===== src/rtl/core/sts_pkg.sv =====
// Shared types, constants and the sequencer program of the square tile size search.
package sts_pkg;

  localparam int CountW = 11;
  localparam int SideW = 32;
  localparam int MaxTiles = 1024;
  localparam int DimBitsDefault = 16;
  localparam int FracBitsDefault = 16;
  localparam int StepW = 3;

  localparam logic [StepW-1:0] StepSx    = 3'd0;
  localparam logic [StepW-1:0] StepSide  = 3'd1;
  localparam logic [StepW-1:0] StepCheck = 3'd2;
  localparam logic [StepW-1:0] StepBest  = 3'd3;
  localparam logic [StepW-1:0] StepDec   = 3'd4;
  localparam logic [StepW-1:0] StepRows  = 3'd5;
  localparam logic [StepW-1:0] StepEmit  = 3'd6;

  typedef enum logic [1:0] {
    SEL_W_COLS,
    SEL_H_ROWS,
    SEL_N_COLS
  } sel_e;

  typedef enum logic [1:0] {
    WR_NONE,
    WR_SX,
    WR_SIDE,
    WR_ROWS
  } wr_e;

  typedef enum logic [1:0] {
    JMP_NONE,
    JMP_ALWAYS,
    JMP_LESS,
    JMP_COL_ONE
  } jmp_e;

  typedef struct packed {
    logic             div_go;
    sel_e             div_sel;
    wr_e              wr;
    logic             best_en;
    logic             dec_cols;
    logic             emit;
    jmp_e             jmp;
    logic [StepW-1:0] target;
  } ucode_t;

  typedef struct packed {
    logic load;
    logic div_start;
    sel_e div_sel;
    wr_e  wr;
    logic best_en;
    logic dec_cols;
    logic emit;
  } ctrl_t;

  typedef struct packed {
    logic less;
    logic col_one;
  } stat_t;

  function automatic ucode_t ucode(input logic [StepW-1:0] step);
    ucode_t cw;
    cw = '{div_go: 1'b0, div_sel: SEL_W_COLS, wr: WR_NONE, best_en: 1'b0,
           dec_cols: 1'b0, emit: 1'b0, jmp: JMP_NONE, target: StepSx};
    unique case (step)
      StepSx: begin
        cw.div_go = 1'b1;
        cw.div_sel = SEL_W_COLS;
        cw.wr = WR_SX;
      end
      StepSide: begin
        cw.div_go = 1'b1;
        cw.div_sel = SEL_H_ROWS;
        cw.wr = WR_SIDE;
      end
      StepCheck: begin
        cw.jmp = JMP_LESS;
        cw.target = StepEmit;
      end
      StepBest: begin
        cw.best_en = 1'b1;
        cw.jmp = JMP_COL_ONE;
        cw.target = StepEmit;
      end
      StepDec: begin
        cw.dec_cols = 1'b1;
      end
      StepRows: begin
        cw.div_go = 1'b1;
        cw.div_sel = SEL_N_COLS;
        cw.wr = WR_ROWS;
        cw.jmp = JMP_ALWAYS;
        cw.target = StepSx;
      end
      StepEmit: begin
        cw.emit = 1'b1;
      end
      default: begin
        cw.emit = 1'b1;
      end
    endcase
    return cw;
  endfunction

endpackage


===== src/rtl/core/sts_divider.sv =====
// Shared restoring divider that produces one quotient bit per cycle.
module sts_divider #(
  parameter int QW = 32,
  parameter int DW = sts_pkg::CountW
) (
  input  logic          clk_i,
  input  logic          rst_ni,
  input  logic          start_i,
  input  logic [QW-1:0] dividend_i,
  input  logic [DW-1:0] divisor_i,
  output logic [QW-1:0] quotient_o,
  output logic [DW-1:0] remainder_o,
  output logic          done_o
);

  localparam int CW = $clog2(QW + 1);

  logic [QW-1:0] quo_q, quo_d;
  logic [DW-1:0] rem_q, rem_d;
  logic [DW-1:0] dvs_q, dvs_d;
  logic [CW-1:0] cnt_q, cnt_d;
  logic          busy_q, busy_d;
  logic          done_q, done_d;
  logic [DW:0]   trial;
  logic [DW:0]   diff;
  logic          ge;

  assign trial = {rem_q, quo_q[QW-1]};
  assign diff = trial - {1'b0, dvs_q};
  assign ge = trial >= {1'b0, dvs_q};

  always_comb begin
    quo_d = quo_q;
    rem_d = rem_q;
    dvs_d = dvs_q;
    cnt_d = cnt_q;
    busy_d = busy_q;
    done_d = 1'b0;
    if (start_i) begin
      quo_d = dividend_i;
      rem_d = '0;
      dvs_d = divisor_i;
      cnt_d = CW'(QW);
      busy_d = 1'b1;
    end else if (busy_q) begin
      quo_d = {quo_q[QW-2:0], ge};
      rem_d = ge ? diff[DW-1:0] : trial[DW-1:0];
      cnt_d = cnt_q - CW'(1);
      if (cnt_q == CW'(1)) begin
        busy_d = 1'b0;
        done_d = 1'b1;
      end
    end
  end

  always_ff @(posedge clk_i or negedge rst_ni) begin
    if (!rst_ni) begin
      busy_q <= 1'b0;
      done_q <= 1'b0;
      cnt_q <= '0;
    end else begin
      busy_q <= busy_d;
      done_q <= done_d;
      cnt_q <= cnt_d;
    end
  end

  always_ff @(posedge clk_i) begin
    quo_q <= quo_d;
    rem_q <= rem_d;
    dvs_q <= dvs_d;
  end

  assign quotient_o = quo_q;
  assign remainder_o = rem_q;
  assign done_o = done_q;

endmodule


===== src/rtl/core/sts_sequencer.sv =====
// Step counter that walks the control program and issues control words.
module sts_sequencer (
  input  logic          clk_i,
  input  logic          rst_ni,
  input  logic          start_i,
  input  logic          div_done_i,
  input  sts_pkg::stat_t stat_i,
  output sts_pkg::ctrl_t ctrl_o,
  output logic          busy_o
);

  logic                      busy_q, busy_d;
  logic                      launched_q, launched_d;
  logic [sts_pkg::StepW-1:0] step_q, step_d;
  sts_pkg::ucode_t           cw;
  logic                      taken;

  assign cw = sts_pkg::ucode(step_q);

  always_comb begin
    unique case (cw.jmp)
      sts_pkg::JMP_NONE:    taken = 1'b0;
      sts_pkg::JMP_ALWAYS:  taken = 1'b1;
      sts_pkg::JMP_LESS:    taken = stat_i.less;
      sts_pkg::JMP_COL_ONE: taken = stat_i.col_one;
      default:              taken = 1'b0;
    endcase
  end

  always_comb begin
    busy_d = busy_q;
    launched_d = launched_q;
    step_d = step_q;
    if (!busy_q) begin
      if (start_i) begin
        busy_d = 1'b1;
        launched_d = 1'b0;
        step_d = sts_pkg::StepSx;
      end
    end else if (cw.div_go && !launched_q) begin
      launched_d = 1'b1;
    end else if (cw.div_go && !div_done_i) begin
      launched_d = 1'b1;
    end else if (cw.emit) begin
      busy_d = 1'b0;
    end else begin
      launched_d = 1'b0;
      step_d = taken ? cw.target : step_q + sts_pkg::StepW'(1);
    end
  end

  always_comb begin
    ctrl_o = '{load: 1'b0, div_start: 1'b0, div_sel: cw.div_sel, wr: sts_pkg::WR_NONE,
               best_en: 1'b0, dec_cols: 1'b0, emit: 1'b0};
    if (!busy_q) begin
      ctrl_o.load = start_i;
    end else if (cw.div_go) begin
      ctrl_o.div_start = !launched_q;
      if (launched_q && div_done_i) begin
        ctrl_o.wr = cw.wr;
      end
    end else begin
      ctrl_o.best_en = cw.best_en;
      ctrl_o.dec_cols = cw.dec_cols;
      ctrl_o.emit = cw.emit;
    end
  end

  always_ff @(posedge clk_i or negedge rst_ni) begin
    if (!rst_ni) begin
      busy_q <= 1'b0;
      launched_q <= 1'b0;
      step_q <= sts_pkg::StepSx;
    end else begin
      busy_q <= busy_d;
      launched_q <= launched_d;
      step_q <= step_d;
    end
  end

  assign busy_o = busy_q;

endmodule


===== src/rtl/core/sts_datapath.sv =====
// Search registers, divider operand selection and the result register.
module sts_datapath #(
  parameter int DIM_BITS = sts_pkg::DimBitsDefault,
  parameter int FRAC_BITS = sts_pkg::FracBitsDefault,
  parameter int QW = 32
) (
  input  logic                       clk_i,
  input  logic                       rst_ni,
  input  sts_pkg::ctrl_t             ctrl_i,
  input  logic [DIM_BITS-1:0]        rect_width_i,
  input  logic [DIM_BITS-1:0]        rect_height_i,
  input  logic [sts_pkg::CountW-1:0] tile_count_i,
  input  logic [QW-1:0]              quotient_i,
  input  logic [sts_pkg::CountW-1:0] remainder_i,
  output logic [QW-1:0]              dividend_o,
  output logic [sts_pkg::CountW-1:0] divisor_o,
  output sts_pkg::stat_t             stat_o,
  output logic                       done_o,
  output logic [sts_pkg::SideW-1:0]  tile_side_o,
  output logic [sts_pkg::CountW-1:0] grid_columns_o,
  output logic [sts_pkg::CountW-1:0] grid_rows_o
);

  localparam int CW = sts_pkg::CountW;

  logic [DIM_BITS-1:0]       w_q, h_q;
  logic [CW-1:0]             n_q, cols_q, rows_q, best_cols_q, best_rows_q;
  logic [QW-1:0]             sx_q, side_q, best_q;
  logic [CW-1:0]             n_in;
  logic [QW-1:0]             side_min;
  logic [CW-1:0]             rows_ceil;
  logic                      done_q;
  logic [sts_pkg::SideW-1:0] res_side_q;
  logic [CW-1:0]             res_cols_q, res_rows_q;

  always_comb begin
    n_in = tile_count_i;
    if (tile_count_i == '0) begin
      n_in = CW'(1);
    end
    if (32'(tile_count_i) > 32'(sts_pkg::MaxTiles)) begin
      n_in = CW'(sts_pkg::MaxTiles);
    end
  end

  always_comb begin
    case (ctrl_i.div_sel)
      sts_pkg::SEL_W_COLS: begin
        dividend_o = QW'(w_q) << FRAC_BITS;
        divisor_o = cols_q;
      end
      sts_pkg::SEL_H_ROWS: begin
        dividend_o = QW'(h_q) << FRAC_BITS;
        divisor_o = rows_q;
      end
      default: begin
        dividend_o = QW'(n_q);
        divisor_o = cols_q;
      end
    endcase
  end

  assign side_min = (sx_q < quotient_i) ? sx_q : quotient_i;
  assign rows_ceil = quotient_i[CW-1:0] + CW'(remainder_i != '0);

  assign stat_o.less = side_q < best_q;
  assign stat_o.col_one = cols_q == CW'(1);

  always_ff @(posedge clk_i) begin
    if (ctrl_i.load) begin
      w_q <= rect_width_i;
      h_q <= rect_height_i;
      n_q <= n_in;
      cols_q <= n_in;
      rows_q <= CW'(1);
      best_q <= '0;
      best_cols_q <= n_in;
      best_rows_q <= CW'(1);
    end else begin
      if (ctrl_i.dec_cols) begin
        cols_q <= cols_q - CW'(1);
      end
      if (ctrl_i.wr == sts_pkg::WR_ROWS) begin
        rows_q <= rows_ceil;
      end
      if (ctrl_i.best_en) begin
        best_q <= side_q;
        best_cols_q <= cols_q;
        best_rows_q <= rows_q;
      end
    end
    if (ctrl_i.wr == sts_pkg::WR_SX) begin
      sx_q <= quotient_i;
    end
    if (ctrl_i.wr == sts_pkg::WR_SIDE) begin
      side_q <= side_min;
    end
    if (ctrl_i.emit) begin
      res_side_q <= (64'(best_q) > 64'hFFFF_FFFF) ? '1 : sts_pkg::SideW'(best_q);
      res_cols_q <= best_cols_q;
      res_rows_q <= best_rows_q;
    end
  end

  always_ff @(posedge clk_i or negedge rst_ni) begin
    if (!rst_ni) begin
      done_q <= 1'b0;
    end else begin
      done_q <= ctrl_i.emit;
    end
  end

  assign done_o = done_q;
  assign tile_side_o = res_side_q;
  assign grid_columns_o = res_cols_q;
  assign grid_rows_o = res_rows_q;

endmodule


===== src/rtl/core/square_tile_size_search.sv =====
// Top level of the square tile size search: sequencer, datapath and shared divider.
// An item tries at most its tile count of column counts; a count of zero is taken as one and a
// count above MaxTiles as MaxTiles, so latency grows with the number of tries.
// The single one-bit-per-cycle divider (QW is the quotient width) serves up to three divisions per try.
// One item is worked on at a time; busy_o is high from acceptance until the result beat.
// Reset clears the control state only; the result beat is one cycle and cannot be stalled.
module square_tile_size_search #(
  parameter int DIM_BITS = sts_pkg::DimBitsDefault,
  parameter int FRAC_BITS = sts_pkg::FracBitsDefault
) (
  input  logic                       clk_i,
  input  logic                       rst_ni,
  input  logic                       start_i,
  output logic                       busy_o,
  input  logic [DIM_BITS-1:0]        rect_width_i,
  input  logic [DIM_BITS-1:0]        rect_height_i,
  input  logic [sts_pkg::CountW-1:0] tile_count_i,
  output logic                       done_o,
  output logic [sts_pkg::SideW-1:0]  tile_side_o,
  output logic [sts_pkg::CountW-1:0] grid_columns_o,
  output logic [sts_pkg::CountW-1:0] grid_rows_o
);

  localparam int QW = (DIM_BITS + FRAC_BITS > sts_pkg::CountW) ?
                      DIM_BITS + FRAC_BITS : sts_pkg::CountW;

  sts_pkg::ctrl_t             ctrl;
  sts_pkg::stat_t             stat;
  logic [QW-1:0]              dividend;
  logic [sts_pkg::CountW-1:0] divisor;
  logic [QW-1:0]              quotient;
  logic [sts_pkg::CountW-1:0] remainder;
  logic                       div_done;

  sts_sequencer u_seq (
    .clk_i      (clk_i),
    .rst_ni     (rst_ni),
    .start_i    (start_i),
    .div_done_i (div_done),
    .stat_i     (stat),
    .ctrl_o     (ctrl),
    .busy_o     (busy_o)
  );

  sts_divider #(
    .QW (QW),
    .DW (sts_pkg::CountW)
  ) u_div (
    .clk_i       (clk_i),
    .rst_ni      (rst_ni),
    .start_i     (ctrl.div_start),
    .dividend_i  (dividend),
    .divisor_i   (divisor),
    .quotient_o  (quotient),
    .remainder_o (remainder),
    .done_o      (div_done)
  );

  sts_datapath #(
    .DIM_BITS  (DIM_BITS),
    .FRAC_BITS (FRAC_BITS),
    .QW        (QW)
  ) u_dp (
    .clk_i          (clk_i),
    .rst_ni         (rst_ni),
    .ctrl_i         (ctrl),
    .rect_width_i   (rect_width_i),
    .rect_height_i  (rect_height_i),
    .tile_count_i   (tile_count_i),
    .quotient_i     (quotient),
    .remainder_i    (remainder),
    .dividend_o     (dividend),
    .divisor_o      (divisor),
    .stat_o         (stat),
    .done_o         (done_o),
    .tile_side_o    (tile_side_o),
    .grid_columns_o (grid_columns_o),
    .grid_rows_o    (grid_rows_o)
  );

  a_done_idle: assert property (@(posedge clk_i) disable iff (!rst_ni)
    done_o |-> !busy_o)
    else $error("result beat while busy");

  a_start_busy: assert property (@(posedge clk_i) disable iff (!rst_ni)
    start_i && !busy_o |=> busy_o)
    else $error("accepted item did not raise busy");

  a_fell_done: assert property (@(posedge clk_i) disable iff (!rst_ni)
    $fell(busy_o) |-> done_o)
    else $error("search ended without a result beat");

  a_counts_nonzero: assert property (@(posedge clk_i) disable iff (!rst_ni)
    done_o |-> grid_columns_o != '0 && grid_rows_o != '0)
    else $error("zero column or row count in result");

endmodule


===== config.mk =====
export PLATFORM = sky130hd
export DESIGN_NAME = square_tile_size_search
export DESIGN_NICKNAME = d
export VERILOG_FILES = /design/src/rtl/core/sts_pkg.sv /design/src/rtl/core/sts_divider.sv /design/src/rtl/core/sts_sequencer.sv /design/src/rtl/core/sts_datapath.sv /design/src/rtl/core/square_tile_size_search.sv
export SDC_FILE = /design/constraint.sdc
export NUM_CORES = 1
export LEC_CHECK = 0
export ABC_AREA = 1
export BUFFER_PORTS_ARGS = -buffer_cell sky130_fd_sc_hd__buf_2
export CAP_MARGIN = 40
export CORE_ASPECT_RATIO = 1.2
export CORE_MARGIN = 2
export CORE_UTILIZATION = 40
export DETAILED_ROUTE_END_ITERATION = 10
export SYNTH_ARGS = -nofsm -noshare
export SYNTH_HDL_FRONTEND = slang
export SYNTH_HIERARCHICAL = 1
export SYNTH_SLANG_ARGS = --single-unit

===== constraint.sdc =====
create_clock -name clk_i -period 5 [get_ports clk_i]
set_input_delay 0.25 -clock clk_i [delete_from_list [all_inputs] [get_ports clk_i]]
set_output_delay 0.25 -clock clk_i [all_outputs]
set_load 0.01 [all_outputs]

== Word-level counts from Yosys, hierarchy flattened ==
Index checks and enable logic that the tools add are counted.
Cells by class
  add/subtract/negate cells: 5
  magnitude comparators: 4
  eq/ne operators: 18
  mux-type cells: 49
  reductions and logical operators: 17
Operator list (count)
  two-way mux 32 bit: 3
  two-way mux 11 bit: 8
  < comparator 32 bit: 2
  one-hot mux 32 bit (2 select lines): 1
  one-hot mux 5 bit (3 select lines): 2
  two-way mux 1 bit: 22
  two-way mux 3 bit: 7
  >= comparator 12 x 11 -> 1 bit: 1
  two-way mux 6 bit: 2
  adder 11 x 1 -> 11 bit: 1
  == test 11 x 1 -> 1 bit (second input constant): 1
  greater-than comparator 11 bit (second input constant): 1
  zero test 11 bit: 1
  nonzero test 11 bit: 1
  subtractor 11 x 1 -> 11 bit (second input constant): 1
  subtractor 11 bit: 1
  == test 2 bit (second input constant): 4
  nonzero test 2 bit: 4
  == test 2 x 1 -> 1 bit (second input constant): 3
  == test 3 x 2 -> 1 bit (second input constant): 2
  == test 3 bit (second input constant): 2
  == test 6 x 1 -> 1 bit (second input constant): 1
  inequality test 2 bit (second input constant): 3
  OR reduction 6 bit: 1
  other kinds (13): 18
Word-level totals
  bits in registers: 305
  input bits: 46
  output and inout bits: 56
  word-level logic and storage cells: 116

== Depth between registers and ports, before layout ==
Gate-level depths: netlist of run 1.
  depth after elaboration: 9
  depth in mapped cells: 17
  mapped depth without buffers: 17

== Modules after synthesis ==
Netlist of run 1, hierarchy kept.
Modules (own cells, without submodules)
  sts_datapath: times used 1, cells an instance 1001, area each 10577.6 um^2, sequential area each 6601.3 um^2
  sts_divider: times used 1, cells an instance 402, area each 3382.0 um^2, sequential area each 1711.6 um^2
  sts_sequencer: times used 1, cells an instance 68, area each 464.2 um^2, sequential area each 125.1 um^2

== Least setup slack after synthesis of run 1 ==
No wires, ideal clock.
  path type: register to register
  start point: register u_seq.busy_q, in the netlist u_seq/busy_o
  end point: register u_dp.best_cols_q[0] (enable)
  setup time: 0.345 ns
  arrival time: 3.508 ns
  required time: 4.655 ns
  setup slack: 1.147 ns
  stages on the path, launching flop included: 7
  path buffers: 3
  clock period less this slack: 3.853 ns
  path through: dfrtp_1 -> nor2_1 -> buf_2 -> inv_1 -> buf_2 -> buf_2 -> nand2_1
RTL lines
  start, declared: line sts_sequencer.sv:12  | logic busy_q, busy_d;
  start signal, assigned: line sts_sequencer.sv:75  | busy_q <= busy_d;
  end signal, assigned: line sts_datapath.sv:77  | best_cols_q <= n_in;
  end signal, assigned: line sts_datapath.sv:88  | best_cols_q <= cols_q;
  end, declared: line sts_datapath.sv:27  | logic [CW-1:0] n_q, cols_q, rows_q, best_cols_q, best_rows_q;

==> impl_metrics.py, run 1 <==
metrics = {
    "status": {
        "status": "complete, no violations",
    },
    "global_route": {
        "overflow": 0,
        "busiest_layer": "met2",
        "grt_pass1_vias": 9717,
        "use_met2_pct": 28.40,
        "gr-usage-met3_pct": 2.396,
        "use_met1_pct": 22.56,
        "antenna_found_initial": 0,
        "grt_max_degree": 71,
        "grt_use_total_pct": 16.94,
        "grt_pass1_wl_mm": 50.45,
    },
    "timing": {
        "min_period_over_period_pct": 56.14,
        "rsz0062_at_grt": "no",
        "worst_slack_ns": 2.193,
        "setup_viol": 0,
        "hold_viol_final": 0,
        "finalCriticalPeriod_ns": 2.807,
        "slew_violations": 0,
        "fin_skew_ns": 0.01705,
        "fmax_ghz": 0.3563,
        "fin_setup_tns_ns": 0,
        "relSlewSlack_pct": 39.79,
        "tightest_slew_ns": 0.8999,
    },
    "clocking": {
        "cts-resized-gates": 0,
        "numCtsBuffers": 34,
        "cts_max_level": 2,
        "clk_latency_ns": 0.52,
        "cts_tree": "done",
        "cts_hold_buf": 33,
        "clockBufferDepth": 3,
        "ctsRootBufferMaster": "clkbuf_16",
        "cts_setup_buffers": 0,
        "cts.reportedPaths.clkPinSlew_ns": 0.06,
        "cts_sinks": 305,
    },
    "routing": {
        "drt-pass1-iter-count": 8,
        "viasPerCell": 4.870,
        "wl_per_cell_um": 15.07,
        "drc": 0,
        "drt-initial-drc-count": 683,
        "antenna_left": 0,
        "wirelength_mm": 31.55,
        "vias": 10200,
    },
    "hold_path": {
        "hold_start": "tile_count_i[10]",
        "min_path_type": "in -> reg",
    },
    "worst_setup_path": {
        "worstSetupPathType": "reg -> reg",
        "start_kind": "register",
        "cp-startpoint": "u_seq/step_q[1]",
        "cp.required_ns": 5.22,
        "worstPathMaxFanout": 47,
        "r2r_start": "u_seq/step_q[1]",
        "cp.arrival_ns": 3.03,
        "end_kind": "register",
    },
    "finish": {
        "seq_area_sq_mm": 0.008438,
        "diodes": 0,
        "n_fill_cell": 3430,
        "multiInputGateArea_sq_mm": 0.004927,
        "area_growth_pct": 16.13,
        "final_layout_size_suffix_gt1_share_pct": 13.35,
        "finalNonFillerCells": 2094,
        "fin_nets": 1733,
    },
    "power": {
        "p_leak_nw": 7.410,
        "power_density_mw_per_mm2": 609.8,
        "vdd_ir_drop_max_v": 0.0002900,
        "power_mw": 10.21,
    },
    "logic_synthesis": {
        "ys_ff_latch": 305,
        "synthArstFlopShare_pct": 4.590,
        "yosys_warnings": 6,
        "synth_area_sq_mm": 0.01442,
        "ys.flop_type": "edfxtp_1",
        "synthTopCellsByCount": "nand2_1 (347), edfxtp_1 (226), inv_1 (198)",
        "synth_top_area_share_pct": 47.05,
        "yosysSeqAreaShare_pct": 58.50,
        "synth_cell_types": 50,
        "synth.area.top_cells": "edfxtp_1 (47%), nand2_1 (9.0%), dfxtp_1 (9.0%), ha_1 (7.3%), inv_1 (5.2%)",
        "yosysTopAreaCell": "edfxtp_1",
        "avgSynthCellArea_sq_um": 9.805,
        "synth-edff-count": 226,
        "post-synth-top-count-cell": "nand2_1",
        "postSynthCellCount": 1471,
    },
    "placement": {
        "numPlacedInstances": 2001,
        "port-buffer-count": 101,
        "place.gp.congestion": 0.8985,
        "place_ws_ns": 2.160,
        "dpl.hpwl_mm": 22.48,
    },
    "die": {
        "rows": 76,
        "die_y_um": 212.0,
        "start_util_pct": 40.34,
        "ios": 102,
        "die_w_um": 177.4,
        "die_area_sq_mm": 0.03760,
        "coreArea_sq_mm": 0.03575,
    },
    "job": {
        "drv_cap": 0,
    },
}
[per-stage QoR]
stage / instance area, sq um / util [%] / hold slack (ns)
after global placement: 15330 / 42.86 / 0.1744
final: 16750 / 46.85 / 0.04793
after floorplan: 14440 / - / -0.04559
after detailed placement: 15350 / 42.92 / 0.1738
after global routing: 16750 / 46.85 / 0.04967
after CTS: 16750 / 46.85 / 0.02698
[power by group]
part	total (mW)	internal [mW]	switching, mW
Clock	2.39	1.40	0.996
Sequential	4.12	3.66	0.459
Combinational	3.70	1.27	2.42
Total	10.2	6.34	3.88
[cell type report]
type                       instances  area share (%)
clock buffer                      43           5.647
sequential                       305           50.37
inverter                         207           4.653
timing repair buffer             147           5.647
clock inverter                    17          0.7693
multi-input combinational        907           29.41
tap                              468           3.496
[routing by layer]
layer / wire length [um] / part of all wire [%]
met3: 1292 / 4.1
met5: 0 / 0
met4: 771 / 2.4
met2: 15080 / 48
met1: 14410 / 46
[cell families after synthesis]
group	count (synthesis)	share of synthesized area [%]
buf+inv	263	7.581
compound gates	213	7.668
simple gates	591	18.00
fa+ha+maj	85	7.425
other cells	1	0.02600
flops	305	58.50
xor+xnor	12	0.7287
mux	1	0.06940
[registers in the layout, summed over array words and instances (netlist names), 16 cells and up]
signal	count
u_div/quotient_o	32
u_dp/best_q	32
u_dp/h_q	16
u_dp/side_q	32
u_dp/sx_q	32
u_dp/tile_side_o	32
u_dp/w_q	16
[critical path, stage by stage, from the launching register on]
cell	delay, ns
dfrtp_1	0.46
inv_1	0.11
ha_1	0.20
inv_1	0.12
nand2_2	0.09
nand2_1	0.11
nor2_4	0.04
buf_4	0.28
nor2_1	0.67
inv_1	0.09
buf_4	0.30
[cell usage in the layout (no fill, tap or decap), types with 3 or more instances in the layout]
cell type	count
a21oi_1	92
buf_2	101
buf_4	12
clkbuf_1	4
clkbuf_16	35
clkbuf_8	4
clkinv_1	6
clkinv_2	8
clkinv_4	3
conb_1	5
dfrtp_1	14
dfxtp_1	65
dlygate4sd3_1	33
edfxtp_1	226
ha_1	84
inv_1	198
inv_2	4
nand2_1	347
nand2_2	17
nand3_1	102
nand3_2	7
nand4_1	19
nor2_1	64
nor2_2	6
nor2_4	5
nor3_1	9
nor4_1	5
o21a_1	3
o21ai_0	102
o21ai_1	6
xnor2_1	5
xor2_1	7
[path summary, 6_finish.rpt]
check	cells past startpoint	to	slack, ns
setup / recovery	10	u_div/quotient_o[21]	2.19
hold / removal	1	u_dp/n_q[10]	0.05
setup reg to reg	10	u_div/quotient_o[21]	2.19
hold reg to reg	0	u_dp/grid_columns_o[2]	0.41
max in group asynchronous	2	u_dp/done_o	4.57
min in group asynchronous	2	u_div/cnt_q[2]	0.16
Power figures use the tool's default switching activity.
==> run 2, diff against run 1 <==
Settings changed: ABC_AREA 1 to 0.
Clock period 5 ns to 2.3 ns, I/O delays scaled along.
==> run 2 against run 1 <==
Power increased by 140%; the run now ends with negative setup slack left; flip-flop and latch count unchanged; final cell count decreased by 8.0%; register-to-register slack got worse by 2.6 ns; via count decreased by 8.8%; synthesized area decreased by 1.2%; design area increased by 10%.
==> impl_metrics.py, run 2 <==
metrics = {
    "routing": {
        "wirelength_mm": 30.47,
        "drc": 0,
        "drt-initial-drc-count": 461,
        "vias": 9296,
        "antenna_left": 0,
        "drt-pass1-iter-count": 5,
        "viasPerCell": 4.824,
        "wl_per_cell_um": 15.81,
    },
    "global_route": {
        "grt_max_degree": 56,
        "overflow": 0,
        "grt_pass1_vias": 9325,
        "grt_pass1_wl_mm": 48.41,
        "grt_use_total_pct": 16.32,
        "antenna_found_initial": 1,
    },
    "worst_setup_path": {
        "start_kind": "register",
        "path_common_cell": "a221o_1",
        "cp.required_ns": 2.60,
        "cp_cell_sequence": "ha_1, a21o_1, a221o_1, a221o_1, a211oi_4, buf_6, buf_12, mux2_4",
        "worstPathMaxFanout": 9,
        "max_stage_delay_ns": 0.40,
        "worstSetupPathType": "reg -> reg",
        "end_kind": "register",
        "worst_path_max_delay_cell": "edfxtp_1",
        "cp.arrival_ns": 3.00,
    },
    "job": {
        "drv_cap": 0,
    },
    "timing": {
        "min_period_over_period_pct": 117.2,
        "relSlewSlack_pct": 54.06,
        "rsz0062_at_grt": "yes",
        "finalCriticalPeriod_ns": 2.696,
        "setup_viol": 46,
        "fin_skew_ns": 0.02441,
        "tightest_slew_ns": 0.6869,
        "fin_setup_tns_ns": -13.03,
        "worst_slack_ns": -0.3963,
        "fmax_ghz": 0.3709,
        "slew_violations": 0,
        "fin_hold_ws_ns": 0.02462,
        "hold_viol_final": 0,
    },
    "clocking": {
        "cts.reportedPaths.clkPinSlew_ns": 0.06,
        "cts_sinks": 305,
        "clk_latency_ns": 0.57,
        "numCtsBuffers": 31,
        "cts_max_level": 1,
        "ctsRootBufferMaster": "clkbuf_16",
        "cts_tree": "done",
        "clockBufferDepth": 3,
    },
    "status": {
        "status": "complete, but fails checks",
        "violations": "negative setup slack",
    },
    "logic_synthesis": {
        "avgSynthCellArea_sq_um": 12.66,
        "synth_area_sq_mm": 0.01425,
        "ys.flop_type": "edfxtp_1",
        "synthArstFlopShare_pct": 4.590,
        "postSynthCellCount": 1126,
        "yosys_warnings": 6,
        "synth_top_area_share_pct": 47.61,
        "synth.area.top_cells": "edfxtp_1 (48%), dfxtp_1 (9.1%), ha_1 (7.4%), mux2i_1 (4.6%), mux2_4 (3.4%)",
        "post-synth-top-count-cell": "edfxtp_1",
        "synthTopCellsByCount": "edfxtp_1 (226), nor2_1 (110), inv_1 (96)",
        "synth-edff-count": 226,
        "yosysTopAreaCell": "edfxtp_1",
        "ys_ff_latch": 305,
        "yosysSeqAreaShare_pct": 59.20,
        "synth_cell_types": 69,
    },
    "finish": {
        "final_cell_mix": "edfxtp_1 (226), buf_4 (156), nor2_1 (107), buf_2 (101), inv_1 (92)",
        "n_fill_cell": 3007,
        "fin_nets": 1570,
        "final_common_cell": "edfxtp_1",
        "final_layout_size_suffix_gt1_share_pct": 31.42,
        "postLayoutCellArea_sq_mm": 0.01844,
        "area_growth_pct": 29.40,
        "final_core_util_pct": 52.69,
    },
    "placement": {
        "dpl_cell_area_sq_mm": 0.01651,
        "port-buffer-count": 101,
        "dpl.hpwl_mm": 21.42,
        "place_ws_ns": -0.4468,
        "place.gp.congestion": 0.8212,
    },
    "die": {
        "coreArea_sq_mm": 0.03500,
        "die_y_um": 210.8,
        "start_util_pct": 40.72,
        "ios": 102,
        "die_area_sq_mm": 0.03717,
        "rows": 75,
        "die_w_um": 176.3,
    },
    "power": {
        "vdd_ir_drop_max_v": 0.0006482,
        "power_density_mw_per_mm2": 1341,
        "p_leak_nw": 7.455,
    },
    "hold_path": {
        "min_path_type": "in -> reg",
    },
}
## run 2: changes by cell type after synthesis, sizes merged, moves of 62 or more
cell   delta
mux2     +66
mux2i    +64
nand3    -97
inv     -106
a21oi    -62
nand2   -304
## run 2: power by group
part / internal, mW / switching, mW
Sequential: 7.92 / 0.778
Clock: 2.87 / 2.04
Combinational: 5.69 / 5.42
## run 2: per-stage QoR
stage	total power, mW	cells
finish	24.73	1927
floorplan	15.45	1130
global route	26.39	1927
global placement	18.61	1802
detailed placement	18.86	1802
CTS	24.70	1920
## run 2: cells by family (layout without fill, tap and decap cells)
group	Yosys count	in the layout	share of synthesized area, %
flip-flops	305	305	59.20
AND/OR/NAND/NOR	281	281	9.726
AO/OA/AOI/OAI	150	151	6.935
buffers and inverters	145	478	4.257
multiplexers	131	131	10.62
adder cells (fa/ha/maj)	85	85	7.514
XOR/XNOR	28	28	1.721
other	1	6	0.02631
## run 2: final timing paths
| kind | startpoint | to | slack (ns) | cells after the start |
|---|---|---|---|---|
| hold reg to reg | u_dp/best_cols_q[8] | u_dp/grid_columns_o[8] | 0.42 | 0 |
| setup / recovery | u_dp/sx_q[25] | u_dp/side_q[0] | -0.40 | 8 |
| max in group asynchronous | rst_ni | u_seq/step_q[1] | 1.15 | 3 |
| setup reg to reg | u_dp/sx_q[25] | u_dp/side_q[0] | -0.40 | 8 |
| hold / removal | tile_count_i[7] | u_dp/n_q[7] | 0.02 | 2 |
| min in group asynchronous | rst_ni | u_seq/step_q[0] | 0.66 | 3 |
## run 2: cell type report
class	count	area, sq um	area share, %
antenna	1	2.502	0.01357
clock buffer	49	893.4	4.844
clock inverter	9	98.84	0.5359
inverter	97	372.9	2.022
multi-input combinational	681	5553	30.11
sequential	305	8443	45.78
tap	462	578.1	3.134
timing repair buffer	323	2502	13.57
## run 2: metal layers
metal | track usage, % | up-vias | share of wire [%]
li1 | - | 4679 | -
met5 | 0 | - | 0
met3 | 1.926 | 35 | 3.6
met1 | 21.54 | 4399 | 45
met4 | 4.446 | 0 | 1.9
met2 | 28.40 | 183 | 49
## run 2: what timing repair did
| item | in CTS | in global routing |
|---|---|---|
| hold buffers | 42 | 0 |
| cloned | 2 | 1 |
| setup endpoints to repair | 47 | 65 |
| resized for setup | 35 | 26 |
| hold endpoints to repair | 55 | 0 |
| pin swaps | 28 | 11 |
| buffers inserted | 17 | 7 |
## run 2: worst max-delay path: cells and delay by family, from the launching register on
kind            cells  cell delay, ns
mux                 1            0.31
compound gates      4            1.03
flops               1            0.40
buf+inv             2            0.35
fa+ha+maj           1            0.33
==> run 3, diff against run 2 <==
Clock period 2.3 ns to 2.8 ns, I/O delays scaled along.
==> run 3 against run 2 <==
The run now ends clean; combinational power decreased by 34%; via count down 5.8%; sequential share of layout area up 3.5 points; power is 24% lower; critical path depth unchanged; worst hold slack better by 0.0023 ns; first-iteration DRC count is 13% higher; utilization decreased by 3.8 points; largest cell class unchanged; highest routed layer unchanged.
==> impl_metrics.py, run 3 (synthesized netlist as in run 2, its figures left out) <==
metrics = {
    "status": {
        "status": "complete, no violations",
    },
    "finish": {
        "final_layout_size_suffix_gt1_share_pct": 22.33,
        "seq_area_sq_mm": 0.008438,
        "n_fill_cell": 3051,
        "final_cell_mix": "edfxtp_1 (226), nor2_1 (108), buf_2 (101), inv_1 (95), ha_1 (84)",
        "area_growth_pct": 20.11,
        "postLayoutCellArea_sq_mm": 0.01712,
        "final_common_cell": "edfxtp_1",
        "multiInputGateArea_sq_mm": 0.005281,
        "fin_nets": 1437,
    },
    "worst_setup_path": {
        "end_kind": "register",
        "cp.required_ns": 3.11,
        "path_buf_inv": 2,
        "worstPathMaxFanout": 8,
        "path_common_cell": "a221o_1",
        "worstSetupPathType": "reg -> reg",
        "max_stage_delay_ns": 0.42,
        "worst_path_max_delay_cell": "a221o_1",
        "cp.arrival_ns": 3.01,
        "critPathTopFamily": "compound AO/OA/AOI/OAI gates",
        "cp_cell_sequence": "ha_1, a21o_1, a221o_1, a221o_1, a211oi_4, buf_4, buf_12, mux2_1",
        "start_kind": "register",
    },
    "timing": {
        "hold_viol_final": 0,
        "fin_skew_ns": 0.01321,
        "min_period_over_period_pct": 96.38,
        "slew_violations": 0,
        "rsz0062_at_grt": "yes",
        "worst_slack_ns": 0.1013,
        "finalCriticalPeriod_ns": 2.699,
        "setup_viol": 0,
        "fin_hold_ws_ns": 0.02687,
        "fmax_ghz": 0.3705,
    },
    "hold_path": {
        "min_path_type": "in -> reg",
    },
    "clocking": {
        "clockBufferDepth": 3,
        "cts_tree": "done",
        "ctsRootBufferMaster": "clkbuf_16",
        "cts.reportedPaths.clkPinSlew_ns": 0.06,
        "clk_latency_ns": 0.57,
        "numCtsBuffers": 31,
        "cts_max_level": 1,
        "cts_sinks": 305,
    },
    "global_route": {
        "busiest_layer": "met2",
        "grt_use_total_pct": 15.13,
        "use_met2_pct": 26.18,
        "grt_max_degree": 77,
        "gr-usage-met3_pct": 2.034,
        "grt_pass1_wl_mm": 44.98,
        "overflow": 0,
        "grt_pass1_vias": 8645,
        "antenna_found_initial": 1,
        "use_met1_pct": 19.29,
    },
    "die": {
        "die_area_sq_mm": 0.03717,
        "die_w_um": 176.3,
        "die_y_um": 210.8,
        "ios": 102,
        "start_util_pct": 40.72,
        "rows": 75,
        "coreArea_sq_mm": 0.03500,
    },
    "routing": {
        "wirelength_mm": 28.01,
        "drt-initial-drc-count": 519,
        "vias": 8755,
        "antenna_left": 0,
        "viasPerCell": 4.883,
        "drt-pass1-iter-count": 5,
        "wl_per_cell_um": 15.62,
        "drc": 0,
    },
    "power": {
        "vdd_ir_drop_max_v": 0.0005069,
        "power_density_mw_per_mm2": 1099,
        "p_leak_nw": 6.765,
        "power_mw": 18.81,
    },
    "placement": {
        "place.gp.congestion": 0.8580,
        "dpl_cell_area_sq_mm": 0.01557,
        "port-buffer-count": 101,
        "dpl.hpwl_mm": 19.87,
        "place_ws_ns": -0.04559,
    },
    "job": {
        "drv_cap": 0,
    },
}
run 3: worst paths after layout:
check,start,to,slack (ns),cells after the start
max in group asynchronous,rst_ni,u_div/cnt_q[5],1.48,4
worst max register to register,u_dp/sx_q[25],u_dp/side_q[31],0.10,8
worst min-delay path,tile_count_i[0],u_dp/n_q[0],0.03,3
worst max-delay path,u_dp/sx_q[25],u_dp/side_q[31],0.10,8
worst min register to register,u_dp/best_cols_q[9],u_dp/grid_columns_o[9],0.42,0
min in group asynchronous,rst_ni,u_div/cnt_q[4],0.54,3
run 3: final cells by class:
cell class	count	area share, %
timing repair buffer	191	8.171
multi-input combinational	680	30.85
clock inverter	12	0.7162
clock buffer	45	5.437
antenna	1	0.01462
inverter	97	2.149
sequential	305	49.29
tap	462	3.376
run 3: per-layer routing:
layer	vias to the layer above	routed length (um)	share of wire [%]
met3	58	981	3.5
met4	0	866	3.1
li1	4387	-	-
met2	164	13820	49
met5	-	0	0
met1	4146	12340	44
run 3: where the power goes:
part / total [mW] / leakage [nW] / internal [mW] / switching, mW
sequential: 7.32 / 2.83 / 6.51 / 0.815
combinational: 7.31 / 3.42 / 3.55 / 3.77
clock: 4.17 / 0.514 / 2.48 / 1.69
run 3: through the flow:
step / utilization (%) / setup TNS [ns] / instances
4_1_cts: 48.70 / 0 / 1789
3_3_place_gp: 44.40 / 0 / 1689
5_1_grt: 48.91 / -0.03355 / 1793
6_report: 48.91 / 0 / 1793
3_5_place_dp: 44.48 / -0.04559 / 1690
2_1_floorplan: - / 0 / 1130
run 3: repair_timing:
action	4_1_cts	5_1_grt
pin swaps	1	6
endpoints found under the hold margin	54	0
hold buffers	42	0
setup endpoints to repair	1	34
gates cloned	0	1
setup buffers	0	2
gates resized for setup	1	8
run 3: tightest hold or removal path, cell delays in order:
cell and delay [ns]:
buf_2 0.10, inv_1 0.04, a21oi_1 0.11
